===== config.mk =====
export PLATFORM = sky130hd
export DESIGN_NAME = delta_timer_queue_unit
export DESIGN_NICKNAME = d
export VERILOG_FILES = /design/src/hdl/dtq_pkg.sv /design/src/hdl/delta_timer_queue_unit.sv /design/src/hdl/dtq_alu.sv /design/src/hdl/dtq_mem.sv
export SDC_FILE = /design/constraint.sdc
export NUM_CORES = 1
export LEC_CHECK = 0
export ABC_AREA = 1
export BUFFER_PORTS_ARGS = -buffer_cell sky130_fd_sc_hd__clkbuf_2
export CORE_UTILIZATION = 50
export CTS_CLUSTER_SIZE = 12
export DETAILED_ROUTE_END_ITERATION = 12
export GPL_ROUTABILITY_DRIVEN = 0
export PLACE_DENSITY_LB_ADDON = 0.2
export SLEW_MARGIN = 20
export SYNTH_ARGS = -nofsm -noshare
export SYNTH_HDL_FRONTEND = slang
export SYNTH_SLANG_ARGS = --single-unit

===== constraint.sdc =====
create_clock -name i_clk -period 20.1 [get_ports i_clk]
set_input_delay 3.015 -clock i_clk [delete_from_list [all_inputs] [get_ports i_clk]]
set_output_delay 3.015 -clock i_clk [all_outputs]
set_load 0.03 [all_outputs]

===== src/hdl/dtq_pkg.sv =====
`default_nettype none

package dtq_pkg;

    // Defaults for the top-level parameters.
    localparam int QUEUE_DEPTH_DEF = 16;
    localparam int ID_WIDTH_DEF    = 8;
    localparam int DELTA_WIDTH_DEF = 32;

    // Fixed port widths.
    localparam int MODE_W     = 2;
    localparam int ID_PORT_W  = 8;
    localparam int EXP_PORT_W = 32;
    localparam int KIND_W     = 2;
    localparam int STATUS_W   = 3;

    // Command codes.
    localparam logic [MODE_W-1:0] MODE_ADD  = 2'd0;
    localparam logic [MODE_W-1:0] MODE_DEL  = 2'd1;
    localparam logic [MODE_W-1:0] MODE_TICK = 2'd2;

    // Result kinds.
    localparam logic [KIND_W-1:0] KIND_ADD  = 2'd0;
    localparam logic [KIND_W-1:0] KIND_DEL  = 2'd1;
    localparam logic [KIND_W-1:0] KIND_EXP  = 2'd2;
    localparam logic [KIND_W-1:0] KIND_NONE = 2'd3;

    // Result status codes.
    localparam logic [STATUS_W-1:0] STAT_OK     = 3'd0;
    localparam logic [STATUS_W-1:0] STAT_FULL   = 3'd1;
    localparam logic [STATUS_W-1:0] STAT_ZERO   = 3'd2;
    localparam logic [STATUS_W-1:0] STAT_DUP    = 3'd3;
    localparam logic [STATUS_W-1:0] STAT_ABSENT = 3'd4;

    typedef enum logic {
        ALU_ADD,
        ALU_SUB
    } t_alu_op;

    typedef enum logic [3:0] {
        ST_IDLE,
        ST_ADD_RD,
        ST_ADD_CHK,
        ST_ADD_NEG,
        ST_SHF_RD,
        ST_SHF_WR,
        ST_ADD_INS,
        ST_DEL_RD,
        ST_DEL_CHK,
        ST_RM_RD,
        ST_RM_WR,
        ST_TCK_RD,
        ST_TCK_DEC,
        ST_HD_RD,
        ST_HD_CHK
    } t_state;

endpackage

`default_nettype wire


===== src/hdl/delta_timer_queue_unit.sv =====
`default_nettype none

// Delta-list timer queue. A command is taken on a rising edge with start high
// and busy low: i_mode selects add, delete or tick, i_timer_id names the timer
// and i_expires gives the ticks to expiry for an add. Mode 3 is dropped.
// Each result is shown for exactly one cycle with o_result_valid high; o_last
// marks the final result of a command. Add and delete give one result, a tick
// gives one result per expired timer, or a single no-expiry result.
// Entries sit in a single-port-read memory with registered read data and one
// shared adder-subtractor; every list step is a read state then a use state.
// An add scans all N live entries, negates the successor's delta when there is
// one, moves the entries behind the insertion point up by one (reading and
// rewriting each, plus a final read) and writes the new one. A delete scans
// up to the match and closes the gap behind it. A tick reads the head and
// decrements it unless already zero, then removes each expired entry. The
// sequencer is the limit; busy stays high until the command's last beat,
// which leaves in the same cycle as busy falls. The receiver cannot stall, so
// results never wait. Reset empties the queue at once; no clearing pass.
module delta_timer_queue_unit #(
    parameter int QUEUE_DEPTH = dtq_pkg::QUEUE_DEPTH_DEF,
    parameter int ID_WIDTH    = dtq_pkg::ID_WIDTH_DEF,
    parameter int DELTA_WIDTH = dtq_pkg::DELTA_WIDTH_DEF
) (
    input  wire  logic                               i_clk,
    input  wire  logic                               i_rst_n,
    input  wire  logic                               start,
    output logic                                     busy,
    input  wire  logic [dtq_pkg::MODE_W-1:0]         i_mode,
    input  wire  logic [dtq_pkg::ID_PORT_W-1:0]      i_timer_id,
    input  wire  logic [dtq_pkg::EXP_PORT_W-1:0]     i_expires,
    output logic                                     o_result_valid,
    output logic [dtq_pkg::KIND_W-1:0]               o_kind,
    output logic [dtq_pkg::ID_PORT_W-1:0]            o_expired_or_acked_id,
    output logic [dtq_pkg::STATUS_W-1:0]             o_status,
    output logic                                     o_last
);

    localparam int AW = $clog2(QUEUE_DEPTH);
    localparam int CW = $clog2(QUEUE_DEPTH + 1);
    localparam int WW = ID_WIDTH + DELTA_WIDTH;

    dtq_pkg::t_state r_state, n_state;

    logic [dtq_pkg::MODE_W-1:0]    r_mode, n_mode;
    logic [ID_WIDTH-1:0]           r_id, n_id;
    logic [ID_WIDTH-1:0]           r_pend, n_pend;
    logic [DELTA_WIDTH-1:0]        r_rem, n_rem;
    logic [DELTA_WIDTH-1:0]        r_succ, n_succ;
    logic [CW-1:0]                 r_count, n_count;
    logic [CW-1:0]                 r_idx, n_idx;
    logic [CW-1:0]                 r_pos, n_pos;
    logic                          r_pos_set, n_pos_set;

    logic                          r_ov, n_ov;
    logic [dtq_pkg::KIND_W-1:0]    r_okind, n_okind;
    logic [dtq_pkg::ID_PORT_W-1:0] r_oid, n_oid;
    logic [dtq_pkg::STATUS_W-1:0]  r_ostat, n_ostat;
    logic                          r_olast, n_olast;

    logic                          mem_we;
    logic [AW-1:0]                 mem_waddr;
    logic [WW-1:0]                 mem_wdata;
    logic [AW-1:0]                 mem_raddr;
    logic [WW-1:0]                 mem_rdata;
    logic [ID_WIDTH-1:0]           rd_id;
    logic [DELTA_WIDTH-1:0]        rd_delta;

    dtq_pkg::t_alu_op              alu_op;
    logic [DELTA_WIDTH-1:0]        alu_a, alu_b, alu_y;
    logic                          alu_carry;

    logic [DELTA_WIDTH-1:0]        exp_in;
    logic [ID_WIDTH-1:0]           id_in;
    logic [CW-1:0]                 idx_inc, idx_dec;
    logic                          scan_end, full, id_match, sh_end, rm_end;
    logic                          head_zero, tick_zero, last_pop;

    dtq_mem #(
        .DEPTH (QUEUE_DEPTH),
        .WIDTH (WW)
    ) u_mem (
        .i_clk   (i_clk),
        .i_we    (mem_we),
        .i_waddr (mem_waddr),
        .i_wdata (mem_wdata),
        .i_raddr (mem_raddr),
        .o_rdata (mem_rdata)
    );

    dtq_alu #(
        .WIDTH (DELTA_WIDTH)
    ) u_alu (
        .i_op    (alu_op),
        .i_a     (alu_a),
        .i_b     (alu_b),
        .o_y     (alu_y),
        .o_carry (alu_carry)
    );

    assign rd_id    = mem_rdata[WW-1:DELTA_WIDTH];
    assign rd_delta = mem_rdata[DELTA_WIDTH-1:0];

    assign exp_in    = DELTA_WIDTH'(i_expires);
    assign id_in     = ID_WIDTH'(i_timer_id);
    assign idx_inc   = r_idx + CW'(1);
    assign idx_dec   = r_idx - CW'(1);
    assign scan_end  = (r_idx == r_count);
    assign full      = (r_count == CW'(QUEUE_DEPTH));
    assign id_match  = (rd_id == r_id);
    assign sh_end    = (r_idx == r_pos);
    assign rm_end    = (idx_inc >= r_count);
    assign head_zero = (rd_delta == '0);
    assign tick_zero = head_zero || (alu_y == '0);
    assign last_pop  = (r_count == CW'(1));

    assign busy = (r_state != dtq_pkg::ST_IDLE);

    // Next state.
    always_comb begin
        n_state = r_state;
        case (r_state)
            dtq_pkg::ST_IDLE: begin
                if (start) begin
                    case (i_mode)
                        dtq_pkg::MODE_ADD: begin
                            if (exp_in != '0) begin
                                n_state = dtq_pkg::ST_ADD_RD;
                            end
                        end
                        dtq_pkg::MODE_DEL: n_state = dtq_pkg::ST_DEL_RD;
                        dtq_pkg::MODE_TICK: begin
                            if (r_count != '0) begin
                                n_state = dtq_pkg::ST_TCK_RD;
                            end
                        end
                        default: n_state = dtq_pkg::ST_IDLE;
                    endcase
                end
            end
            dtq_pkg::ST_ADD_RD: begin
                if (!scan_end) begin
                    n_state = dtq_pkg::ST_ADD_CHK;
                end else if (full) begin
                    n_state = dtq_pkg::ST_IDLE;
                end else if (r_pos_set) begin
                    n_state = dtq_pkg::ST_ADD_NEG;
                end else begin
                    n_state = dtq_pkg::ST_SHF_RD;
                end
            end
            dtq_pkg::ST_ADD_CHK: begin
                n_state = id_match ? dtq_pkg::ST_IDLE : dtq_pkg::ST_ADD_RD;
            end
            dtq_pkg::ST_ADD_NEG: n_state = dtq_pkg::ST_SHF_RD;
            dtq_pkg::ST_SHF_RD: begin
                n_state = sh_end ? dtq_pkg::ST_ADD_INS : dtq_pkg::ST_SHF_WR;
            end
            dtq_pkg::ST_SHF_WR:  n_state = dtq_pkg::ST_SHF_RD;
            dtq_pkg::ST_ADD_INS: n_state = dtq_pkg::ST_IDLE;
            dtq_pkg::ST_DEL_RD: begin
                n_state = scan_end ? dtq_pkg::ST_IDLE : dtq_pkg::ST_DEL_CHK;
            end
            dtq_pkg::ST_DEL_CHK: begin
                n_state = id_match ? dtq_pkg::ST_RM_RD : dtq_pkg::ST_DEL_RD;
            end
            dtq_pkg::ST_RM_RD: begin
                if (!rm_end) begin
                    n_state = dtq_pkg::ST_RM_WR;
                end else if (r_mode == dtq_pkg::MODE_DEL || last_pop) begin
                    n_state = dtq_pkg::ST_IDLE;
                end else begin
                    n_state = dtq_pkg::ST_HD_RD;
                end
            end
            dtq_pkg::ST_RM_WR:  n_state = dtq_pkg::ST_RM_RD;
            dtq_pkg::ST_TCK_RD: n_state = dtq_pkg::ST_TCK_DEC;
            dtq_pkg::ST_TCK_DEC: begin
                n_state = tick_zero ? dtq_pkg::ST_RM_RD : dtq_pkg::ST_IDLE;
            end
            dtq_pkg::ST_HD_RD: n_state = dtq_pkg::ST_HD_CHK;
            dtq_pkg::ST_HD_CHK: begin
                n_state = head_zero ? dtq_pkg::ST_RM_RD : dtq_pkg::ST_IDLE;
            end
            default: n_state = dtq_pkg::ST_IDLE;
        endcase
    end

    // Datapath control, memory and ALU steering, result beats.
    always_comb begin
        n_mode    = r_mode;
        n_id      = r_id;
        n_pend    = r_pend;
        n_rem     = r_rem;
        n_succ    = r_succ;
        n_count   = r_count;
        n_idx     = r_idx;
        n_pos     = r_pos;
        n_pos_set = r_pos_set;
        n_ov      = 1'b0;
        n_okind   = r_okind;
        n_oid     = r_oid;
        n_ostat   = r_ostat;
        n_olast   = r_olast;
        mem_we    = 1'b0;
        mem_waddr = r_idx[AW-1:0];
        mem_wdata = mem_rdata;
        mem_raddr = r_idx[AW-1:0];
        alu_op    = dtq_pkg::ALU_SUB;
        alu_a     = r_rem;
        alu_b     = rd_delta;
        case (r_state)
            dtq_pkg::ST_IDLE: begin
                if (start) begin
                    n_mode    = i_mode;
                    n_id      = id_in;
                    n_rem     = exp_in;
                    n_idx     = '0;
                    n_pos     = '0;
                    n_pos_set = 1'b0;
                    if (i_mode == dtq_pkg::MODE_ADD && exp_in == '0) begin
                        n_ov    = 1'b1;
                        n_okind = dtq_pkg::KIND_ADD;
                        n_oid   = dtq_pkg::ID_PORT_W'(id_in);
                        n_ostat = dtq_pkg::STAT_ZERO;
                        n_olast = 1'b1;
                    end else if (i_mode == dtq_pkg::MODE_TICK && r_count == '0) begin
                        n_ov    = 1'b1;
                        n_okind = dtq_pkg::KIND_NONE;
                        n_oid   = '0;
                        n_ostat = dtq_pkg::STAT_OK;
                        n_olast = 1'b1;
                    end
                end
            end
            dtq_pkg::ST_ADD_RD: begin
                if (scan_end) begin
                    n_idx = r_count;
                    if (full) begin
                        n_ov    = 1'b1;
                        n_okind = dtq_pkg::KIND_ADD;
                        n_oid   = dtq_pkg::ID_PORT_W'(r_id);
                        n_ostat = dtq_pkg::STAT_FULL;
                        n_olast = 1'b1;
                    end else if (!r_pos_set) begin
                        n_pos = r_count;
                    end
                end
            end
            dtq_pkg::ST_ADD_CHK: begin
                if (id_match) begin
                    n_ov    = 1'b1;
                    n_okind = dtq_pkg::KIND_ADD;
                    n_oid   = dtq_pkg::ID_PORT_W'(r_id);
                    n_ostat = dtq_pkg::STAT_DUP;
                    n_olast = 1'b1;
                end else begin
                    // The walk stops at the first entry whose delta is strictly
                    // larger; the scan still runs on to catch a duplicate id.
                    if (!r_pos_set) begin
                        if (alu_carry) begin
                            n_pos     = r_idx;
                            n_pos_set = 1'b1;
                            n_succ    = alu_y;
                        end else begin
                            n_rem = alu_y;
                        end
                    end
                    n_idx = idx_inc;
                end
            end
            dtq_pkg::ST_ADD_NEG: begin
                // The stored difference is remaining minus delta; negate it.
                alu_a  = '0;
                alu_b  = r_succ;
                n_succ = alu_y;
            end
            dtq_pkg::ST_SHF_RD: begin
                mem_raddr = idx_dec[AW-1:0];
            end
            dtq_pkg::ST_SHF_WR: begin
                mem_we    = 1'b1;
                mem_waddr = r_idx[AW-1:0];
                if (idx_dec == r_pos) begin
                    mem_wdata = {rd_id, r_succ};
                end
                n_idx = idx_dec;
            end
            dtq_pkg::ST_ADD_INS: begin
                mem_we    = 1'b1;
                mem_waddr = r_pos[AW-1:0];
                mem_wdata = {r_id, r_rem};
                n_count   = r_count + CW'(1);
                n_ov      = 1'b1;
                n_okind   = dtq_pkg::KIND_ADD;
                n_oid     = dtq_pkg::ID_PORT_W'(r_id);
                n_ostat   = dtq_pkg::STAT_OK;
                n_olast   = 1'b1;
            end
            dtq_pkg::ST_DEL_RD: begin
                if (scan_end) begin
                    n_ov    = 1'b1;
                    n_okind = dtq_pkg::KIND_DEL;
                    n_oid   = dtq_pkg::ID_PORT_W'(r_id);
                    n_ostat = dtq_pkg::STAT_ABSENT;
                    n_olast = 1'b1;
                end
            end
            dtq_pkg::ST_DEL_CHK: begin
                if (id_match) begin
                    n_pos = r_idx;
                    n_rem = rd_delta;
                end else begin
                    n_idx = idx_inc;
                end
            end
            dtq_pkg::ST_RM_RD: begin
                mem_raddr = idx_inc[AW-1:0];
                if (rm_end) begin
                    n_count = r_count - CW'(1);
                    if (r_mode == dtq_pkg::MODE_DEL) begin
                        n_ov    = 1'b1;
                        n_okind = dtq_pkg::KIND_DEL;
                        n_oid   = dtq_pkg::ID_PORT_W'(r_id);
                        n_ostat = dtq_pkg::STAT_OK;
                        n_olast = 1'b1;
                    end else if (last_pop) begin
                        n_ov    = 1'b1;
                        n_okind = dtq_pkg::KIND_EXP;
                        n_oid   = dtq_pkg::ID_PORT_W'(r_pend);
                        n_ostat = dtq_pkg::STAT_OK;
                        n_olast = 1'b1;
                    end
                end
            end
            dtq_pkg::ST_RM_WR: begin
                // The successor of the removed entry inherits its delta.
                alu_op    = dtq_pkg::ALU_ADD;
                alu_a     = rd_delta;
                alu_b     = r_rem;
                mem_we    = 1'b1;
                mem_waddr = r_idx[AW-1:0];
                mem_wdata = {rd_id, (r_idx == r_pos) ? alu_y : rd_delta};
                n_idx     = idx_inc;
            end
            dtq_pkg::ST_TCK_RD: begin
                mem_raddr = '0;
            end
            dtq_pkg::ST_TCK_DEC: begin
                // A head already at zero is not decremented.
                alu_a     = rd_delta;
                alu_b     = DELTA_WIDTH'(1);
                mem_we    = 1'b1;
                mem_waddr = '0;
                mem_wdata = {rd_id, head_zero ? rd_delta : alu_y};
                if (tick_zero) begin
                    n_pend = rd_id;
                    n_pos  = '0;
                    n_idx  = '0;
                    n_rem  = '0;
                end else begin
                    n_ov    = 1'b1;
                    n_okind = dtq_pkg::KIND_NONE;
                    n_oid   = '0;
                    n_ostat = dtq_pkg::STAT_OK;
                    n_olast = 1'b1;
                end
            end
            dtq_pkg::ST_HD_RD: begin
                mem_raddr = '0;
            end
            dtq_pkg::ST_HD_CHK: begin
                // The pending expiry leaves only once it is known whether
                // another one follows, so that its last flag is right.
                n_ov    = 1'b1;
                n_okind = dtq_pkg::KIND_EXP;
                n_oid   = dtq_pkg::ID_PORT_W'(r_pend);
                n_ostat = dtq_pkg::STAT_OK;
                n_olast = !head_zero;
                if (head_zero) begin
                    n_pend = rd_id;
                    n_pos  = '0;
                    n_idx  = '0;
                    n_rem  = '0;
                end
            end
            default: begin
                n_ov = 1'b0;
            end
        endcase
    end

    always_ff @(posedge i_clk) begin
        if (!i_rst_n) begin
            r_state <= dtq_pkg::ST_IDLE;
            r_count <= '0;
            r_ov    <= 1'b0;
        end else begin
            r_state <= n_state;
            r_count <= n_count;
            r_ov    <= n_ov;
        end
    end

    always_ff @(posedge i_clk) begin
        r_mode    <= n_mode;
        r_id      <= n_id;
        r_pend    <= n_pend;
        r_rem     <= n_rem;
        r_succ    <= n_succ;
        r_idx     <= n_idx;
        r_pos     <= n_pos;
        r_pos_set <= n_pos_set;
        r_okind   <= n_okind;
        r_oid     <= n_oid;
        r_ostat   <= n_ostat;
        r_olast   <= n_olast;
    end

    assign o_result_valid        = r_ov;
    assign o_kind                = r_okind;
    assign o_expired_or_acked_id = r_oid;
    assign o_status              = r_ostat;
    assign o_last                = r_olast;

endmodule

`default_nettype wire


===== src/hdl/dtq_alu.sv =====
`default_nettype none

module dtq_alu #(
    parameter int WIDTH = dtq_pkg::DELTA_WIDTH_DEF
) (
    input  var   dtq_pkg::t_alu_op i_op,
    input  wire  logic [WIDTH-1:0] i_a,
    input  wire  logic [WIDTH-1:0] i_b,
    output logic [WIDTH-1:0]       o_y,
    output logic                   o_carry
);

    logic [WIDTH:0] sum;

    // For a subtraction the top bit is the borrow.
    always_comb begin
        case (i_op)
            dtq_pkg::ALU_ADD: sum = {1'b0, i_a} + {1'b0, i_b};
            dtq_pkg::ALU_SUB: sum = {1'b0, i_a} - {1'b0, i_b};
            default:          sum = '0;
        endcase
    end

    assign o_y     = sum[WIDTH-1:0];
    assign o_carry = sum[WIDTH];

endmodule

`default_nettype wire


===== src/hdl/dtq_mem.sv =====
`default_nettype none

module dtq_mem #(
    parameter  int DEPTH = dtq_pkg::QUEUE_DEPTH_DEF,
    parameter  int WIDTH = dtq_pkg::ID_WIDTH_DEF + dtq_pkg::DELTA_WIDTH_DEF,
    localparam int AW    = $clog2(DEPTH)
) (
    input  wire  logic             i_clk,
    input  wire  logic             i_we,
    input  wire  logic [AW-1:0]    i_waddr,
    input  wire  logic [WIDTH-1:0] i_wdata,
    input  wire  logic [AW-1:0]    i_raddr,
    output logic [WIDTH-1:0]       o_rdata
);

    logic [WIDTH-1:0] r_mem [DEPTH];
    logic [WIDTH-1:0] r_rdata;

    always_ff @(posedge i_clk) begin
        if (i_we) begin
            r_mem[i_waddr] <= i_wdata;
        end
        r_rdata <= r_mem[i_raddr];
    end

    assign o_rdata = r_rdata;

endmodule

`default_nettype wire

# Word-level counts from Yosys, hierarchy flattened
# Memories as Yosys holds them, arrays and structs flattened. A register that Yosys moved wholly into a read port is not among the register bits.
# Cells that the tools add are included.
# word_totals
inputBits	45
ram_bits	640
register_bits	117
memories	1
out_inout_bits	16
# mem_list
name	words	width	rd	rd_ports_with_merged_regs	wr	line	text
u_mem.r_mem	16	40	1	1	1	dtq_mem.sv:16	logic [WIDTH-1:0] r_mem [DEPTH];
# classes
eq_ne	44
n_addsub	6
mux	125
reduce_logical	40
order_cmp	1
# op_table
cell	count
$mux 32	13
$pmux 32 s5	1
$pmux 40 s4	1
$pmux 32 s2	2
$mux 8	13
$logic_not 32->1	3
$pmux 32 s3	1
$pmux 33 s2	1
$mux 5	13
$pmux 8 s8	1
$pmux 4 s13	1
$mux 3	14
$mux 4	9
$pmux 5 s7	1
$add 32x32->33	1
$sub 32x32->33	1
$ne 2x2->1 const B	16
$reduce_bool 32->1	1
$mux 1	31
$pmux 5 s6	1
$eq 4x4->1 const B	7
$mux 2	12
$pmux 4 s3	2
$pmux 3 s7	1
other kinds (42)	69

# Logic depth before layout (Yosys ltp)
# depth
depth_word	9
ltp_mapped	39
mapped_depth_nobuf	39

# Modules after synthesis
# A second synthesis with hierarchy kept.
# hier_totals
cells_unflattened	4542
hier_area_um2	40239.8
# modules_own_cells
mod	seq_area_each_um2	area_per_inst_um2	cells_each	instances
dtq_mem	20019.2	28318.4	2643	1
delta_timer_queue_unit	3413.3	8398.1	1157	1
dtq_alu	0.0	3523.4	742	1

# Least setup slack after synthesis
# OpenSTA, ideal clock, no wires.
# synth_timing
path_kind	register to register
startpoint	reg r_state[3]
endpoint	reg r_rem[0] (enable)
path_stages_with_launch	32
setup_time_ns	0.461
period_less_slack_ns	6.337
path_slack_ns	13.763
arrival_ns	5.876
cell_sequence	dfxtp_1 > inv_1 > nor2_2 > nand2_2 > nand2_4 > nor2_2 > buf_6 > a21oi_1 > nand2_1 > nor2_1 > nand2_2 > nor2_4 > nand4_1 > o21ai_1 > xnor2_1 > inv_1 > ha_1 > nand2_1 > nor2_1 > inv_1 > nor3_1 > and2_1 > nand2_1 > nand3_1 > nand2_1 > nor2_1 > nand2_1 > nor2_1 > nand3_1 > nand3_1 > nand2_1 > nor3_1
# synth_between
elab_chain_len	9
word_cells_on_any_way	25
cone_classes	2 x add/sub; 13 x eq/ne; 4 x mux; 6 x reduce/logical
# synth_rtl
item	line	text
from (decl)	delta_timer_queue_unit.sv:42	dtq_pkg::t_state r_state, n_state;
from (signal assigned)	delta_timer_queue_unit.sv:394	r_state <= dtq_pkg::ST_IDLE;
from (signal assigned)	delta_timer_queue_unit.sv:398	r_state <= n_state;
$eq 4x4->1	delta_timer_queue_unit.sv:211	case (r_state)
$reduce_or 2->1 (no source line)	-	
$pmux 32 s2	delta_timer_queue_unit.sv:211	
$sub 32x32->33 / $add 32x32->33 (equally long branches)	dtq_alu.sv:19, dtq_alu.sv:18	
$pmux 33 s2 *	dtq_alu.sv:17	case (i_op)
named net alu_y[31]	delta_timer_queue_unit.sv:69	logic [DELTA_WIDTH-1:0] alu_a, alu_b, alu_y;
$logic_not 32->1 *	delta_timer_queue_unit.sv:113	assign tick_zero = head_zero || (alu_y == '0);
$logic_or 1x1->1 *	delta_timer_queue_unit.sv:113	
$ne 2x2->1 (no source line) *	-	
$reduce_and 8->1 (no source line) *	-	
to (signal assigned)	delta_timer_queue_unit.sv:408	r_rem <= n_rem;
to (decl)	delta_timer_queue_unit.sv:47	logic [DELTA_WIDTH-1:0] r_rem, n_rem;
# Mark *: on every way through the listed nets, which the timed path passes. The rest lies on a longest branch.
# A chain may end at the register's enable or synchronous reset.

# Worst setup path in the final report
# layout_timing
startpoint	reg r_state[2]
endpoint	reg r_rem[27] (enable)
# Same word-level chain as after synthesis.

==> impl_metrics.env <==
export IMPL_status="finished clean"
export IMPL_timing_hold_ws_ps=492
export IMPL_ys_warn_count=0
export IMPL_p_per_area_mw_per_mm2=185
export IMPL_cp_max_fo=57
export IMPL_antennaDiodeCount=0
export IMPL_grt_pass1_wl_um=155000
export IMPL_drive_above_1_share_pct=8.13
export IMPL_max_slew_margin_pct=25.6
export IMPL_syn_avg_cell_area_um2=9.99
export IMPL_grt_pass1_vias=25300
export IMPL_syn_nets=3885
export IMPL_clockRootBuffer="clkbuf_16"
export IMPL_crit_path_end="r_rem[27]"
export IMPL_drc_errors=0
export IMPL_worst_pin_slew_ps=1120
export IMPL_cts_resized=0
export IMPL_synth_area_leaders="edfxtp_1 (59%), nand2_1 (7.1%), inv_1 (6.4%), a21oi_1 (4.3%), o21ai_0 (4.2%)"
export IMPL_first_pass_iters=8
export IMPL_ir_drop_mv=0.154
export IMPL_arrival_ps=7320
export IMPL_cts_buffers=83
export IMPL_hold_path_class="register to register"
export IMPL_viasPerCell=5.67
export IMPL_crit_required_ps=20330
export IMPL_dieArea_mm2=0.0768
export IMPL_area_delta_synth_final_pct=10.7
export IMPL_synth_commonest_cells="edfxtp_1 (747), nand2_1 (714), inv_1 (645)"
export IMPL_cts_clk_slew_worst_paths_ps=60
export IMPL_endpoint_kind="register"
export IMPL_antenna_found_initial=3
export IMPL_nets=3924
export IMPL_fill_cells=6420
export IMPL_cts_hold_buf=0
export IMPL_crit_cells=35
export IMPL_vias=27600
export IMPL_initial_core_util_pct=50.7
export IMPL_reg2reg_depth=35
export IMPL_slew_violations=0
export IMPL_drtIter0Drc=3053
export IMPL_timing_rr_end="r_rem[27]"
export IMPL_core_mm2=0.0747
export IMPL_yosysTopAreaCell="edfxtp_1"
export IMPL_cpMostUsedCell="nand2_1"
export IMPL_io_pins=61
export IMPL_async_reset_ff_share_pct=0
export IMPL_fin_tns_setup_ps=0
export IMPL_synth_cells=3792
export IMPL_rows=100
export IMPL_post_cts_repair_setup_buffers=0
export IMPL_synth_seq_cells=797
export IMPL_r2r_slack_ps=13010
export IMPL_min_period_over_period_pct=35.3
export IMPL_cpPeakStageDelay_ps=590
export IMPL_crit_path_start_kind="register"
export IMPL_cap_violations=0
export IMPL_worst_path_buf_inv=5
export IMPL_multi_input_area_mm2=0.0114
export IMPL_area_sequential_mm2=0.0234
export IMPL_crit_start="r_state[2]"
export IMPL_cts_buffer_depth=3
export IMPL_htree_levels=3
export IMPL_gr_total_overflow=0
export IMPL_synth_edf_count=747
export IMPL_leakage_nw=16.8
export IMPL_crit_type="register to register"
export IMPL_clkLatencyLatePin_ps=630
export IMPL_grt_setup_unrepaired="no"
export IMPL_r2r_start="r_state[2]"
export IMPL_crit_slowest_cell="nand2_2"
export IMPL_grt_start_max_net_pins=225
export IMPL_die_w_um=277
export IMPL_synth_top_cell_area_share_pct=59.2
export IMPL_netlist_area_mm2=0.0379
export IMPL_ant_nets=0
export IMPL_max_freq_mhz=141
export IMPL_die_y_um=277
export IMPL_fin_worst_skew_ps=33.5
export IMPL_place_hpwl_um=60300
export IMPL_cts_tree="done"
export IMPL_hold_viol_final=0
export IMPL_cts_num_sinks=797
export IMPL_wl_per_cell_um=21.2
export IMPL_grt_util_all_layers_pct=26.5
export IMPL_period_needed_ps=7090
export IMPL_finalSetupViolCount=0
export IMPL_path_delay_family="simple AND/OR/NAND/NOR gates"
export IMPL_yosysSeqAreaShare_pct=61.9
export IMPL_yosysMostFrequentCell="edfxtp_1"
export IMPL_wl_um=103000
export IMPL_synth_ff_type="edfxtp_1"
export IMPL_port_buffers=60
export IMPL_ys_types=51
[worst min path at each step]
stage	from	end	slack (ps)	cells past startpoint
6_report	u_mem.o_rdata[32]	r_pend[0]	490	0
5_1_grt	u_mem.o_rdata[32]	r_pend[0]	510	0
4_1_cts	u_mem.o_rdata[32]	r_pend[0]	490	0
3_5_place_dp	u_mem.o_rdata[39]	r_pend[7]	480	0
3_3_place_gp	u_mem.o_rdata[38]	r_pend[6]	480	0
2_1_floorplan	u_mem.o_rdata[36]	r_pend[4]	450	0
[state kept, by name, indices dropped and copies added (netlist names), 3 cells and up]
register	count
r_state	4
r_idx	5
o_status	3
r_rem	32
o_expired_or_acked_id	8
u_mem.o_rdata	40
r_pos	5
r_pend	8
r_count	5
r_id	8
r_succ	32
u_mem.r_mem	640
[logic make-up after synthesis]
logic type               count (synthesis)  synth area share, %
AO/OA/AOI/OAI                          934                 14.4
XOR/XNOR                                63                 1.46
adder cells (fa/ha/maj)                 48                 1.61
buffers and inverters                  832                 8.45
flip-flops                             797                 61.9
multiplexers                             1               0.0297
AND/OR/NAND/NOR                       1117                 12.2
[per-stage QoR]
step | instances | instance area (um^2) | util [%] | power [mW] | worst slack, ps
global route | 4867 | 41900 | 56.1 | 8.25 | 12530
detailed placement | 4712 | 39400 | 52.7 | 6.24 | 13240
floorplan | 3792 | 37900 | - | 5.08 | 13760
CTS | 4864 | 41900 | 56.1 | 7.70 | 13190
global placement | 4712 | 39300 | 52.7 | 6.21 | 13360
finish | 4867 | 41900 | 56.1 | 7.76 | 13010
[area by class of cell]
cell class	count	share of cell area, %
clock buffer	134	5.73
inverter	659	5.90
clock inverter	18	0.361
tap	969	2.89
multi-input combinational	2163	27.3
timing repair buffer	127	1.98
sequential	797	55.9
[cell usage in the layout, fill, tap and decap left out, drive strengths merged, types with 4 or more instances in the layout]
cell type	count
a21oi	346
a221oi	7
a22oi	17
a31oi	5
and2	4
buf	64
clkbuf	197
clkinv	18
dfxtp	50
edfxtp	747
ha	47
inv	655
nand2	721
nand3	163
nand3b	5
nand4	20
nor2	169
nor3	14
nor4	19
o2111ai	5
o211ai	101
o21ai	321
o221ai	58
o22ai	63
xnor2	19
xor2	44
[worst register-to-register path, delay by kind of cell (launching register included)]
kind / cells / cell delay, ps
adder cells (fa/ha/maj): 1 / 360
buffers and inverters: 5 / 1630
AND/OR/NAND/NOR: 28 / 4130
flip-flops: 1 / 440
XOR/XNOR: 1 / 160
[report_power, final]
part           switching [mW]  leakage (nW)  internal, mW
combinational            2.76          8.37          1.06
sequential              0.133          7.19          2.35
clock                   0.617          1.23         0.841
total                    3.51          16.8          4.25
[layer usage]
| metal | global-route usage, % | vias to the layer above | part of all wire [%] | wire, um |
|---|---|---|---|---|
| met1 | 38.4 | 13000 | 44 | 45200 |
| met5 | 0 | - | 0 | 0 |
| met2 | 41.3 | 1220 | 45 | 46700 |
| met4 | 8.16 | 0 | 2.7 | 2790 |
| met3 | 3.87 | 204 | 8.4 | 8700 |
| li1 | - | 13100 | - | - |
(Power assumes the default switching activity.)
